**src/hdl/tpm_pkg.sv**
```systemverilog
// ----------------------------------------------------------------------------
// tpm_pkg
// Shared widths, quaternion product term table and saturation helpers for
// the teleoperation pose mapper.
// ----------------------------------------------------------------------------
`timescale 1ns / 1ps
`default_nettype none

package tpm_pkg;

  localparam int ACCW   = 60;  // accumulator
  localparam int MW     = 35;  // multiplier operand
  localparam int QDW    = 35;  // first quaternion product
  localparam int QTW    = 54;  // second quaternion product
  localparam int SQW    = 60;  // square root radicand
  localparam int SQR    = 30;  // square root result
  localparam int DIV_NW = 50;  // dividend
  localparam int DIV_DW = 31;  // divisor

  typedef struct packed {
    logic [1:0] ai;
    logic [1:0] bi;
    logic       neg;
  } qterm_t;

  // term t of component j of a * b
  function automatic qterm_t qmul_term(input logic [1:0] j, input logic [1:0] t);
    qterm_t r;
    r.ai = t;
    r.bi = j ^ t;
    case ({j, t})
      4'b0001, 4'b0010, 4'b0011: r.neg = 1'b1;
      4'b0111:                   r.neg = 1'b1;
      4'b1001:                   r.neg = 1'b1;
      4'b1110:                   r.neg = 1'b1;
      default:                   r.neg = 1'b0;
    endcase
    return r;
  endfunction

  function automatic logic signed [15:0] sat16(input logic signed [19:0] v);
    logic signed [15:0] r;
    if (v > 20'sd32767) begin
      r = 16'sh7FFF;
    end else if (v < -20'sd32768) begin
      r = -16'sh8000;
    end else begin
      r = v[15:0];
    end
    return r;
  endfunction

  // apply sign to an unsigned quotient and saturate
  function automatic logic signed [15:0] sat_q16(input logic neg,
                                                 input logic [DIV_NW-1:0] q);
    logic signed [15:0] r;
    if (neg) begin
      if (q >= DIV_NW'(32768)) begin
        r = -16'sh8000;
      end else begin
        r = -$signed(q[15:0]);
      end
    end else begin
      if (q >= DIV_NW'(32767)) begin
        r = 16'sh7FFF;
      end else begin
        r = $signed(q[15:0]);
      end
    end
    return r;
  endfunction

endpackage

`default_nettype wire

```
**src/hdl/tpm_div.sv**
```systemverilog
// ----------------------------------------------------------------------------
// tpm_div
// Restoring unsigned divider, one quotient bit per cycle.
// ----------------------------------------------------------------------------
`timescale 1ns / 1ps
`default_nettype none

module tpm_div (
  input  wire                          clk_i,
  input  wire                          rst_ni,
  input  wire                          start_i,
  input  wire  [tpm_pkg::DIV_NW-1:0]   num_i,
  input  wire  [tpm_pkg::DIV_DW-1:0]   den_i,
  output logic                         busy_o,
  output logic                         done_o,
  output logic [tpm_pkg::DIV_NW-1:0]   quo_o
);

  localparam int CW = $clog2(tpm_pkg::DIV_NW + 1);

  logic [tpm_pkg::DIV_DW-1:0] rem_q, den_q;
  logic [tpm_pkg::DIV_NW-1:0] quo_q;
  logic [CW-1:0]              cnt_q;
  logic                       busy_q, done_q;
  logic [tpm_pkg::DIV_DW:0]   trial, diff;
  logic                       ge;

  assign trial = {rem_q, quo_q[tpm_pkg::DIV_NW-1]};
  assign ge    = trial >= {1'b0, den_q};
  assign diff  = trial - {1'b0, den_q};

  always_ff @(posedge clk_i or negedge rst_ni) begin
    if (!rst_ni) begin
      rem_q  <= '0;
      den_q  <= '0;
      quo_q  <= '0;
      cnt_q  <= '0;
      busy_q <= 1'b0;
      done_q <= 1'b0;
    end else begin
      done_q <= 1'b0;
      if (start_i) begin
        rem_q  <= '0;
        den_q  <= den_i;
        quo_q  <= num_i;
        cnt_q  <= CW'(tpm_pkg::DIV_NW);
        busy_q <= 1'b1;
      end else if (busy_q) begin
        rem_q <= ge ? diff[tpm_pkg::DIV_DW-1:0] : trial[tpm_pkg::DIV_DW-1:0];
        quo_q <= {quo_q[tpm_pkg::DIV_NW-2:0], ge};
        cnt_q <= cnt_q - CW'(1);
        if (cnt_q == CW'(1)) begin
          busy_q <= 1'b0;
          done_q <= 1'b1;
        end
      end
    end
  end

  assign busy_o = busy_q;
  assign done_o = done_q;
  assign quo_o  = quo_q;

endmodule

`default_nettype wire

```
**config.mk**
```make
export PLATFORM = sky130hd
export DESIGN_NAME = tpm_div
export DESIGN_NICKNAME = d
export VERILOG_FILES = /design/src/hdl/tpm_pkg.sv /design/src/hdl/tpm_div.sv
export SDC_FILE = /design/constraint.sdc
export NUM_CORES = 1
export LEC_CHECK = 0
export BUFFER_PORTS_ARGS = -buffer_cell sky130_fd_sc_hd__buf_2
export CORE_UTILIZATION = 50
export DETAILED_ROUTE_END_ITERATION = 7
export PLACE_DENSITY = 0.8
export REMOVE_ABC_BUFFERS = 1
export SETUP_SLACK_MARGIN = 0.15
export SLEW_MARGIN = 10
export SYNTH_ARGS = -nofsm -noshare
export SYNTH_HDL_FRONTEND = slang
export SYNTH_SLANG_ARGS = --single-unit
export TNS_END_PERCENT = 50
```
**constraint.sdc**
```tcl
create_clock -name clk_i -period 2.9 [get_ports clk_i]
set_input_delay 0.145 -clock clk_i [delete_from_list [all_inputs] [get_ports clk_i]]
set_output_delay 0.145 -clock clk_i [all_outputs]
set_load 0.005 [all_outputs]
```
=== Word level (Yosys, flattened, before mapping) ===
Cells that the tools add are included.

* Bits in registers: 120
* Output and inout bits: 52
* Word-level logic and storage cells: 24

* Add/sub/neg operators: 2
* $lt $le $gt $ge: 1
* Equal/unequal tests: 1
* Multiplexer cells: 13
* Reduce and logical (&&, ||, !) cells: 1

{| class="wikitable"
|+ Operators with widths
! kind !! count
|-
| $mux 50 || 2
|-
| $mux 31 || 3
|-
| $ge 32x31->1 || 1
|-
| $sub 31x31->31 || 1
|-
| $mux 6 || 2
|-
| $eq 6x1->1 const B || 1
|-
| $mux 1 || 6
|-
| $sub 6x1->6 const B || 1
|-
| $reduce_bool 2->1 || 1
|}

=== Depth between registers and ports, before layout ===
* Depth in word-level cells: 4
* Depth in mapped cells: 14
* Depth with buffers taken out: 13

=== Least setup slack after synthesis ===
Ideal clock, no wire load.

* Path type: flip-flop to flip-flop
* From: reg quo_q, in the netlist quo_o[49]
* To: reg rem_q[2] (netlist bit)
* Setup time: 132 ps
* Data arrival time: 2807 ps
* Setup slack: -39 ps
* Cell stages (with the launch flop): 14
* Buffers on the path: 1
* Clock period less this slack: 2939 ps
* Cells stage by stage: dfrtp_1 > inv_1 > ha_1 > inv_1 > fa_1 > a21oi_1 > o22ai_1 > a211oi_1 > o211ai_1 > a211oi_1 > buf_2 > mux2_2 > mux2i_1 > nor2_1

* Word-level cells in the longest chain between the ends: 4
* Elaborated cells between the ends (all ways): 5
* Classes of those cells: add/sub: 1; order compare: 1; mux: 3

{| class="wikitable"
|+ RTL lines
! what !! line !! RTL
|-
| start, declared || tpm_div.sv:22 || <nowiki>logic [tpm_pkg::DIV_NW-1:0] quo_q;</nowiki>
|-
| start signal, assigned || tpm_div.sv:45 || <nowiki>quo_q <= num_i;</nowiki>
|-
| start signal, assigned || tpm_div.sv:50 || <nowiki>quo_q <= {quo_q[tpm_pkg::DIV_NW-2:0], ge};</nowiki>
|-
| $sub 31x31->31 / $ge 32x31->1 (equally long branches) || tpm_div.sv:30, tpm_div.sv:29 ||
|-
| $mux 31 * || tpm_div.sv:49 || <nowiki>rem_q <= ge ? diff[tpm_pkg::DIV_DW-1:0] : trial[tpm_pkg::DIV_DW-1:0];</nowiki>
|-
| $mux 31 * || tpm_div.sv:48 || <nowiki>end else if (busy_q) begin</nowiki>
|-
| $mux 31 * || tpm_div.sv:42 || <nowiki>if (start_i) begin</nowiki>
|-
| end signal, assigned || tpm_div.sv:49 ||
|-
| end, declared || tpm_div.sv:21 || <nowiki>logic [tpm_pkg::DIV_DW-1:0] rem_q, den_q;</nowiki>
|}

Every way passes the cells marked *; elsewhere a longest branch is shown, timed or not. The select of a mux whose other input is x is not followed.
A chain may end at the register's enable or synchronous reset.

=== Worst setup path in the final report ===
* From: reg rem_q[0] (netlist bit)
* To: reg rem_q[29] (netlist bit)

* Word-level cells in the longest chain between the ends: 4
* Elaborated cells between the ends (all ways): 5
* Classes of those cells: add/sub: 1; order compare: 1; mux: 3

{| class="wikitable"
|+ RTL lines
! what !! line
|-
| $sub 31x31->31 / $ge 32x31->1 (equally long branches) || tpm_div.sv:30, tpm_div.sv:29
|-
| $mux 31 * || tpm_div.sv:49
|-
| $mux 31 * || tpm_div.sv:48
|-
| $mux 31 * || tpm_div.sv:42
|}

Marks and branches as above.

==> impl_metrics.yaml <==
run_status:
  status: "finished, final reports clean"
clock_network:
  cts_tree: "done"
  cts_sinks: 120
  clk_path_buf_depth: 2
  cts_max_level: 4
  clockRootBuffer: "clkbuf_16"
  worstSkewPairLatency_ns: 0.42
  path_clk_slew_ns: 0.06
  cts_buffers: 17
placement:
  gp_congestion: 0.888
  place_ws_ns: -0.214
  dp_hpwl_um: 11800
  portBuffers: 135
  dp_cells: 1100
  dpl_cell_area_sq_um: 8200
setup_path:
  worstPathMaxFanout: 2
  cp_data_arrival_time_ns: 3.22
  cp_data_required_time_ns: 3.23
  path_class: "reg -> reg"
  end_kind: "flip-flop"
  setup.worst_path.start_class: "flip-flop"
routing:
  final_antenna_net_count: 0
  wirelength_um: 21000
  vias_per_cell: 5.65
  drc: 0
  drt_iter0_drc: 466
  wl_per_cell_um: 17.2
  drtPass1Iterations: 5
  vias: 6927
power_and_ir_drop:
  total_power_w: 0.00875
  ir_worst_vdd_mv: 0.616
  p_leak_nw: 5.15
  powerDensity_nw_per_um2: 880
global_routing:
  antenna_found_initial: 0
  grt_max_degree: 149
  grt_usage_pct: 29.7
  grt-ovfl-total: 0
  grt_pass1_vias: 6998
  grt_pass1_wl_um: 33900
die:
  die_area_sq_um: 14800
  rows: 43
  io_pins: 136
  core_area_sq_um: 13900
  die_h_um: 122
  start_util_pct: 51.4
  die_w_um: 122
run:
  maxCapViolations: 0
cells_and_area:
  area_growth_pct: 38.8
  drive_above_1_share_pct: 26.5
  final_cells: 1225
  stdcell_area_sq_um: 9940
  fin_util_pct: 71.3
  n_antenna_cell: 0
  finalNetCount: 1151
yosys:
  ys.flop_type: "dfrtp_1"
  avgSynthCellArea_sq_um: 8.98
  async_reset_ff_share_pct: 100
  yosysUniqueCellTypes: 66
  synth_edf_count: 0
  yosysSeqAreaShare_pct: 42.0
  yosysWarnings: 0
  yosys_register_bits: 120
  synth_area_sq_um: 7160
  synthCells: 797
timing:
  hold_violations: 0
  slew_viol_final: 0
  fin_ws_ns: 0.00456
  tightest_slew_ns: 0.614
  worst_clock_skew_ns: 0.00912
  max_slew_margin_pct: 59.1
  period_minus_slack_ns: 2.90
  rsz0062_at_grt: "yes"
  setup_viol: 0
  fmax_mhz: 345
  period_share_pct: 99.8
min_path:
  hold_class: "in -> reg"
per-layer routing:
metal  GRT usage (%)  share of wire (%)  vias up
met3            6.79                6.4       57
met2            48.8                 48      307
met5               0                  0        -
met4            12.3                3.0        0
li1                -                  -     3266
met1            37.6                 43     3297
where the power goes:
part | internal, W | total [W] | switching, W
Combinational | 0.00211 | 0.00440 | 0.00230
Sequential | 0.00197 | 0.00222 | 0.000256
Clock | 0.00133 | 0.00212 | 0.000790
flip-flops by register name, indices dropped and copies added, names as in the netlist:
register	cells
busy_o	1
cnt_q	6
den_q	31
done_o	1
quo_o	50
rem_q	31
cells by family (layout without fill, tap and decap cells):
group / Yosys count / in the layout / synth area share [%]
AO/OA/AOI/OAI: 241 / 241 / 21.5
AND/OR/NAND/NOR: 215 / 215 / 13.0
flip-flops: 120 / 120 / 42.0
buffers and inverters: 98 / 346 / 5.44
multiplexers: 62 / 62 / 8.79
adder cells (fa/ha/maj): 34 / 34 / 6.05
XOR/XNOR: 27 / 27 / 3.30
cell type report:
type	count	area [sq um]
Sequential cell	120	3010
Fill cell	913	4000
Clock inverter	10	119
Inverter	46	173
Tap cell	180	225
Clock buffer	21	470
Multi-Input combinational cell	579	3980
Timing Repair Buffer	269	1960
final timing paths:
path,cells past startpoint,slack [ns],start,to
max in group asynchronous,3,1.89,rst_ni,rem_q[11]
max reg2reg,10,0.005,rem_q[0],rem_q[29]
max,10,0.005,rem_q[0],rem_q[29]
min,2,0.17,start_i,cnt_q[2]
min in group asynchronous,2,0.28,rst_ni,rem_q[2]
min reg2reg,1,0.53,den_q[0],den_q[0]
repair_timing:
item | CTS | global route
setup endpoints to repair | 32 | 32
resized for setup | 37 | 17
pin swaps | 18 | 12
setup buffers | 9 | 1
cloned | 2 | 0
hold buffers | 82 | 0
endpoints found under the hold margin | 124 | 0
cells in the mapped netlist, types with 4 or more instances:
cell,n,area (sq um)
nor3_1,9,45.0
nand3_1,5,25.0
dfrtp_1,120,3000
a21oi_1,45,225
and3_1,4,25.0
clkbuf_1,34,128
buf_2,11,55.1
a21o_1,15,113
xor2_1,12,105
nor2_1,50,188
o21ai_0,93,465
nand2b_1,5,31.3
o211ai_1,11,82.6
o21a_1,5,37.5
mux2i_1,58,581
nand4_1,4,25.0
a211oi_1,21,158
xnor2_1,15,131
buf_1,6,22.5
nand2_1,120,450
ha_1,33,413
o21ai_1,7,35.0
a31oi_1,6,37.5
o211a_1,7,70.1
inv_1,46,173
stage by stage:
stage	setup TNS, ns	hold slack, ns
final	0	0.172
after global routing	-0.968	0.197
after CTS	0	0.154
after detailed placement	-3.36	0.204
after global placement	-2.04	0.195
after floorplan	-123.51	-0.151
cell usage in the layout (no fill, tap or decap), drive strengths merged, types with 3 or more instances in the layout:
cell           n
a211oi        22
a21o          16
a21oi         46
a311oi         3
a31o           3
a31oi          7
and3           4
buf          187
clkbuf        21
clkinv         3
clkinvlp       3
dfrtp        120
dlygate4sd3   82
ha            33
inv           48
mux2           4
mux2i         58
nand2        122
nand2b         5
nand3          5
nand4          4
nor2          50
nor2b          3
nor3           9
nor4           3
o211a          7
o211ai        12
o21a           5
o21ai        100
xnor2         15
xor2          12
critical path: stages (launching register included):
cell	delay [ns]
dfrtp_1	0.38
ha_1	0.32
nor2b_4	0.13
o31a_1	0.27
o31ai_2	0.30
nand2_1	0.13
a31o_1	0.28
a211oi_2	0.33
a21oi_2	0.12
mux2_4	0.32
a221oi_2	0.21
Note: power is estimated with default switching activity, not from simulation.
