$ cat src/hdl/tpm_pkg.sv
// ----------------------------------------------------------------------------
// tpm_pkg
// Shared widths, quaternion product term table and saturation helpers for
// the teleoperation pose mapper.
// ----------------------------------------------------------------------------
`timescale 1ns / 1ps
`default_nettype none

package tpm_pkg;

  localparam int ACCW   = 60;  // accumulator
  localparam int MW     = 35;  // multiplier operand
  localparam int QDW    = 35;  // first quaternion product
  localparam int QTW    = 54;  // second quaternion product
  localparam int SQW    = 60;  // square root radicand
  localparam int SQR    = 30;  // square root result
  localparam int DIV_NW = 50;  // dividend
  localparam int DIV_DW = 31;  // divisor

  typedef struct packed {
    logic [1:0] ai;
    logic [1:0] bi;
    logic       neg;
  } qterm_t;

  // term t of component j of a * b
  function automatic qterm_t qmul_term(input logic [1:0] j, input logic [1:0] t);
    qterm_t r;
    r.ai = t;
    r.bi = j ^ t;
    case ({j, t})
      4'b0001, 4'b0010, 4'b0011: r.neg = 1'b1;
      4'b0111:                   r.neg = 1'b1;
      4'b1001:                   r.neg = 1'b1;
      4'b1110:                   r.neg = 1'b1;
      default:                   r.neg = 1'b0;
    endcase
    return r;
  endfunction

  function automatic logic signed [15:0] sat16(input logic signed [19:0] v);
    logic signed [15:0] r;
    if (v > 20'sd32767) begin
      r = 16'sh7FFF;
    end else if (v < -20'sd32768) begin
      r = -16'sh8000;
    end else begin
      r = v[15:0];
    end
    return r;
  endfunction

  // apply sign to an unsigned quotient and saturate
  function automatic logic signed [15:0] sat_q16(input logic neg,
                                                 input logic [DIV_NW-1:0] q);
    logic signed [15:0] r;
    if (neg) begin
      if (q >= DIV_NW'(32768)) begin
        r = -16'sh8000;
      end else begin
        r = -$signed(q[15:0]);
      end
    end else begin
      if (q >= DIV_NW'(32767)) begin
        r = 16'sh7FFF;
      end else begin
        r = $signed(q[15:0]);
      end
    end
    return r;
  endfunction

endpackage

`default_nettype wire

$ cat src/hdl/tpm_isqrt.sv
// ----------------------------------------------------------------------------
// tpm_isqrt
// Bit-pair integer square root, one step per cycle.
// ----------------------------------------------------------------------------
`timescale 1ns / 1ps
`default_nettype none

module tpm_isqrt (
  input  wire                          clk_i,
  input  wire                          rst_ni,
  input  wire                          start_i,
  input  wire  [tpm_pkg::SQW-1:0]      x_i,
  output logic                         done_o,
  output logic [tpm_pkg::SQR-1:0]      root_o
);

  logic [tpm_pkg::SQW-1:0] x_q, res_q, bit_q, sum;
  logic                    busy_q, done_q;

  assign sum = res_q + bit_q;

  always_ff @(posedge clk_i or negedge rst_ni) begin
    if (!rst_ni) begin
      x_q    <= '0;
      res_q  <= '0;
      bit_q  <= '0;
      busy_q <= 1'b0;
      done_q <= 1'b0;
    end else begin
      done_q <= 1'b0;
      if (start_i) begin
        x_q    <= x_i;
        res_q  <= '0;
        bit_q  <= tpm_pkg::SQW'(1) << (tpm_pkg::SQW - 2);
        busy_q <= 1'b1;
      end else if (busy_q) begin
        if (x_q >= sum) begin
          x_q   <= x_q - sum;
          res_q <= (res_q >> 1) + bit_q;
        end else begin
          res_q <= res_q >> 1;
        end
        bit_q <= bit_q >> 2;
        if (bit_q == tpm_pkg::SQW'(1)) begin
          busy_q <= 1'b0;
          done_q <= 1'b1;
        end
      end
    end
  end

  assign done_o = done_q;
  assign root_o = res_q[tpm_pkg::SQR-1:0];

endmodule

`default_nettype wire

$ cat config.mk
export PLATFORM = sky130hd
export DESIGN_NAME = tpm_isqrt
export DESIGN_NICKNAME = d
export VERILOG_FILES = /design/src/hdl/tpm_pkg.sv /design/src/hdl/tpm_isqrt.sv
export SDC_FILE = /design/constraint.sdc
export NUM_CORES = 1
export LEC_CHECK = 0
export ABC_AREA = 1
export BUFFER_PORTS_ARGS = -buffer_cell sky130_fd_sc_hd__buf_2
export CAP_MARGIN = 30
export CELL_PAD_IN_SITES_DETAIL_PLACEMENT = 1
export CELL_PAD_IN_SITES_GLOBAL_PLACEMENT = 1
export CORE_MARGIN = 3
export CORE_UTILIZATION = 47
export CTS_BUF_LIST = sky130_fd_sc_hd__clkbuf_8 sky130_fd_sc_hd__clkbuf_16
export DETAILED_ROUTE_END_ITERATION = 16
export HOLD_SLACK_MARGIN = 0.08
export PLACE_DENSITY = 0.91
export SETUP_SLACK_MARGIN = 0.2
export SLEW_MARGIN = 10
export SYNTH_ARGS = -nofsm -noshare
export SYNTH_HDL_FRONTEND = slang
export SYNTH_SLANG_ARGS = --single-unit
export TNS_END_PERCENT = 30
$ cat constraint.sdc
create_clock -name clk_i -period 8.1 [get_ports clk_i]
set_clock_uncertainty 0.2 [all_clocks]
set_input_delay 0.81 -clock clk_i [delete_from_list [all_inputs] [get_ports clk_i]]
set_output_delay 0.81 -clock clk_i [all_outputs]
set_load 0.1 [all_outputs]
======== Yosys cells after proc, flatten, opt, wreduce, memory -nomap -nowiden ========
Index checks and enable logic that the tools add are counted.
Widths: inputs -> output; s select.
cells by class
  $add $sub $neg .......................... 3
  multipliers ............................. 0
  div/mod/pow operators ................... 0
  $lt $le $gt $ge ......................... 1
  equal/unequal tests ..................... 1
  shift operators ......................... 0
  mux-type cells .......................... 14
  bitwise logic cells ..................... 0
  reduce and logical (&&, ||, !) cells .... 3
operators with widths
  cell                 number
  $mux 60              8
  $add 59x60->60       1
  $add 60x60->60       1
  $eq 60x1->1 const B  1
  $ge 60x60->1         1
  $sub 60x60->60       1
  $mux 1               6
  $reduce_bool 2->1    2
  $reduce_and 2->1     1
word-level totals
  flip-flop bits (word level) ............. 182
  latch bits .............................. 0
  bits in writable memories ............... 0
  ROM bits ................................ 0
  memories kept ........................... 0

======== Logic depth before layout (Yosys ltp) ========
  depth in word-level cells ............... 5
  mapped depth ............................ 33

======== Worst setup path after synthesis ========
No wires, ideal clock.
  kind .................................... flip-flop to flip-flop
  from .................................... reg res_q[4] (netlist name)
  to ...................................... reg res_q[0] (netlist name)
  data arrival time ....................... 3.611 ns
  required time ........................... 7.776 ns
  slack ................................... 4.165 ns
  cell stages (with the launch flop) ...... 25
  buffers on the path ..................... 2
  period minus slack after synthesis ...... 3.935 ns
  path through ............................ dfrtp_1 -> ha_1 -> nand2_1 -> inv_1 -> nand2_1 -> a21oi_1 -> a21boi_0 -> o21ai_0 -> a21oi_1 -> xor2_1 -> ha_1 -> nand2_1 -> inv_1 -> nand2_1 -> nor2_2 -> nand2_1 -> nor2_2 -> nand2_1 -> nand3_2 -> nor2_4 -> nand2_4 -> buf_6 -> buf_2 -> o211ai_1 -> nand2_1
between the ends
  cells in the longest elaborated chain, start to end .. 5
ends and longest elaborated chain
  item                    line             RTL
  start, declared         tpm_isqrt.sv:17  logic [tpm_pkg::SQW-1:0] x_q, res_q, bit_q, sum;
  start signal, assigned  tpm_isqrt.sv:39  res_q <= (res_q >> 1) + bit_q;
  start signal, assigned  tpm_isqrt.sv:41  res_q <= res_q >> 1;
  $add 60x60->60          tpm_isqrt.sv:20  assign sum = res_q + bit_q;
  $ge 60x60->1            tpm_isqrt.sv:37  if (x_q >= sum) begin
  $mux 60                 tpm_isqrt.sv:37
  $mux 60                 tpm_isqrt.sv:36  end else if (busy_q) begin
  $mux 60                 tpm_isqrt.sv:31  if (start_i) begin
No other way between the ends. The select of a mux whose other input is x is not followed.
A chain may end at the register's enable or synchronous reset.

======== Final worst setup path ========
  from .................................... reg res_q[6] (netlist name)
  to ...................................... reg res_q[34] (netlist name)
between the ends
  cells in the longest elaborated chain, start to end .. 5
ends and longest elaborated chain
  item            line
  $add 60x60->60  tpm_isqrt.sv:20
  $ge 60x60->1    tpm_isqrt.sv:37
  $mux 60 *       tpm_isqrt.sv:37
  $mux 60 *       tpm_isqrt.sv:36
  $mux 60 *       tpm_isqrt.sv:31
Mark *: on every way between the ends. The rest lies on a longest branch, timed or not. The select of a mux whose other input is x is not followed.

==> results_dict.tcl <==
set metrics [dict create \
    setup_ws_ns 1.847 \
    ctsHoldBuffers 0 \
    finalCriticalPeriod_ns 6.254 \
    timing.hold.worst.class "primary input to async pin" \
    ctsResizeCount 0 \
    holdWs_ns 0.1990 \
    async_reset_ff_share_pct 100.0 \
    clockBufferDepth 2 \
    remaining_drc_errors 0 \
    cts_made_buffers 17 \
    chipHeight_um 211.8 \
    placeable_core_area_mm2 0.04139 \
    wl_met3_um 4587 \
    yosys_register_bits 152 \
    number_of_global_route_vias_before_repair 24791 \
    initial_utilization_pct 48.12 \
    drtAntennaViolNets 0 \
    detailedRoute.firstPassIterationCount 6 \
    timing.final.hold_violations 0 \
    final_min_period_over_clock_period_pct 77.20 \
    preCtsSetupSlack_ns 2.060 \
    crit_path_max_incr_delay_ns 0.50 \
    post_route_cells_drive_above_1_share_pct 5.086 \
    number_of_antenna_violations_at_the_first_check_in_global_routing 0 \
    grt_pass1_wl_um 130900 \
    area_growth_syn_to_layout_pct 6.698 \
    worst_path_max_delay_cell "sky130_fd_sc_hd__dfrtp_1" \
    post_synth_inst_count 3633 \
    finish_stage_setup_viols 0 \
    std_cell_rows 74 \
    critPathArrivalTime_ns 6.41 \
    cp.required_ns 8.25 \
    finalWeightedCongestion 1.058 \
    drv.max_cap_violation_count 0 \
    slew_viol_final 0 \
    cp_top_family "simple AND/OR/NAND/NOR gates" \
    number_of_fill_cells 6246 \
    syn_area_per_cell_um2 5.481 \
    fin_setup_tns_ns 0 \
    grt_setup_unrepaired "no" \
    most_used_cell_along_the_critical_path "sky130_fd_sc_hd__nand2_1" \
    clkLatencyLatePin_ns 0.53 \
    max_freq_mhz 159.9 \
    synth_edf_count 0 \
    cts_sinks 152 \
    drt_iter0_drc 1716 \
    grt_start_max_net_pins 84 \
    synth.lib_cells_used.distinct 43 \
    worst_slew_pin_slew_ns 0.9870 \
    finish.net_count 3850 \
    worstPathMaxFanout 54 \
    final_core_util_pct 51.34 \
    routedLengthMet1_um 34170 \
    cp.buffers_inverters 6 \
    grt-ovfl-total 0 \
    pin_count 94 \
    synth.cell_area_mm2 0.01991 \
    cts_root_buffer "sky130_fd_sc_hd__clkbuf_16" \
    layout.area.seq_mm2 0.003804 \
    via_count 23895 \
    setup.worst_path.class "register to register" \
    run_status "finished, final reports clean" \
    clock_tree.htree_level_count 4 \
    wl_met2_um 39620 \
    power.static_leakage_nw 11.67 \
    timing.max_slew.rel_slack_pct 34.13 \
    clkSlewWorstSetupHoldPaths_ns 0.08 \
    tritoncts "done" \
    detailed_route_wire_length_per_cell_um 20.16 \
    diodes 0 \
    chip_width_um 211.8 \
    top_layer_used "met4" \
    grt_resource_usage_total_pct 37.75 \
    powerDensity_mw_per_mm2 375.1 \
    vias_per_cell 5.677 \
    dp_hpwl_um 69210 \
    postCtsSetupRepairBufs 0 \
    synthesis_warning_total 0 \
    wirelength_um 84850 \
    dominantRegCellSynth "sky130_fd_sc_hd__dfrtp_1" \
    critical_path.endpoint_type "register" \
    synth_nets 3819 \
    multiInputGateArea_mm2 0.01314 \
    die_area_mm2 0.04488 \
    synth_sequential_area_ratio_pct 19.10 \
    vdd_ir_drop_max_mv 0.1531 \
    port_buffers 93 \
    ff2ff_setup_slack_ns 1.85 \
    cp-start-kind "register" \
]
## through the flow
step	power [mW]	area, µm²	std cells
floorplan	5.373	19910	3633
global placement	6.673	20620	4176
detailed placement	6.920	20620	4176
CTS	7.853	21220	4208
global route	8.657	21250	4209
finish	7.970	21250	4209
## where the power goes
part | switching [mW] | internal (mW)
logic | 4.00 | 1.71
clock network | 0.441 | 0.441
registers | 0.372 | 1.00
total | 4.82 | 3.15
## final timing paths
check | to | cells after the start | startpoint
max | res_q[34] | 28 | res_q[6]
min | res_q[5] | 1 | rst_ni
max reg2reg | res_q[34] | 28 | res_q[6]
min reg2reg | x_q[17] | 2 | x_q[17]
max in group asynchronous | x_q[38] | 3 | rst_ni
min in group clk_i | x_q[17] | 2 | x_q[17]
## cells in the final DEF (no fill, tap or decap), drive strengths merged, types with 2 or more instances in the layout
cell type / synthesis / final
a31oi: 6 / 6
inv: 653 / 663
a21o: 4 / 4
a21boi: 2 / 2
and2: 8 / 8
clkinv: 0 / 2
clkbuf: 34 / 17
o21ai: 131 / 131
a21oi: 99 / 99
buf: 58 / 104
nor4: 14 / 14
dfrtp: 152 / 152
a221oi: 2 / 2
o21bai: 12 / 12
and3: 6 / 6
xnor2: 58 / 58
clkinvlp: 0 / 2
nor3: 28 / 28
nand2: 1495 / 1495
o211ai: 13 / 13
nand3: 279 / 279
or2: 12 / 12
ha: 122 / 122
nand4: 48 / 48
xor2: 38 / 38
nor2: 307 / 307
nand3b: 19 / 19
o22ai: 28 / 28
## cell type report
type / count / area share, %
inverters: 653 / 11.54
well taps: 532 / 3.133
multi-input cells: 2736 / 61.84
clock buffers: 17 / 2.002
clock inverters: 15 / 0.8244
repair buffers: 104 / 2.762
flip-flops and latches: 152 / 17.90
## Yosys cell counts, types with 3 or more instances
| master | n | area share (%) |
|---|---|---|
| sky130_fd_sc_hd__nand2_1 | 1489 | 28 |
| sky130_fd_sc_hd__inv_1 | 641 | 12 |
| sky130_fd_sc_hd__nor2_1 | 293 | 5.5 |
| sky130_fd_sc_hd__nand3_1 | 276 | 6.9 |
| sky130_fd_sc_hd__dfrtp_1 | 152 | 19 |
| sky130_fd_sc_hd__o21ai_0 | 129 | 3.2 |
| sky130_fd_sc_hd__ha_1 | 122 | 7.7 |
| sky130_fd_sc_hd__a21oi_1 | 98 | 2.5 |
| sky130_fd_sc_hd__xnor2_1 | 58 | 2.6 |
| sky130_fd_sc_hd__nand4_1 | 48 | 1.5 |
| sky130_fd_sc_hd__xor2_1 | 38 | 1.7 |
| sky130_fd_sc_hd__buf_4 | 34 | 1.3 |
| sky130_fd_sc_hd__clkbuf_1 | 34 | 0.64 |
| sky130_fd_sc_hd__nor3_1 | 28 | 0.70 |
| sky130_fd_sc_hd__o22ai_1 | 28 | 0.88 |
| sky130_fd_sc_hd__nand3b_1 | 19 | 0.72 |
| sky130_fd_sc_hd__nor4_1 | 14 | 0.44 |
| sky130_fd_sc_hd__buf_2 | 13 | 0.33 |
| sky130_fd_sc_hd__o211ai_1 | 13 | 0.49 |
| sky130_fd_sc_hd__inv_2 | 12 | 0.23 |
| sky130_fd_sc_hd__nor2_2 | 12 | 0.38 |
| sky130_fd_sc_hd__o21bai_1 | 12 | 0.45 |
| sky130_fd_sc_hd__or2_2 | 12 | 0.38 |
| sky130_fd_sc_hd__and2_1 | 8 | 0.25 |
| sky130_fd_sc_hd__a31oi_1 | 6 | 0.19 |
| sky130_fd_sc_hd__and3_1 | 6 | 0.19 |
| sky130_fd_sc_hd__buf_6 | 6 | 0.34 |
| sky130_fd_sc_hd__buf_1 | 5 | 0.094 |
| sky130_fd_sc_hd__a21o_1 | 4 | 0.15 |
| sky130_fd_sc_hd__nand2_2 | 3 | 0.094 |
| sky130_fd_sc_hd__nand2_4 | 3 | 0.17 |
## flip-flops by register name, indices dropped and copies added (netlist names)
signal  count
x_q        60
bit_q      30
done_o      1
res_q      60
busy_q      1
## routing by layer
| metal | vias up | global-route usage (%) |
|---|---|---|
| met5 | - | 0 |
| met4 | 0 | 25.80 |
| met3 | 311 | 5.024 |
| met2 | 861 | 64.06 |
| met1 | 11453 | 44.41 |
| li1 | 11270 | - |
## cells by family (layout without fill, tap and decap cells)
kind of cell             after synthesis  in the layout  synth area share, %
AND/OR/NAND/NOR                     2217           2217                45.68
XOR/XNOR                              96             96                4.222
buffers and inverters                745            789                14.99
AO/OA/AOI/OAI                        300            300                8.237
flip-flops                           152            152                19.10
adder cells (fa/ha/maj)              123            123                7.766
No activity file was read; power rests on OpenSTA's default activity.
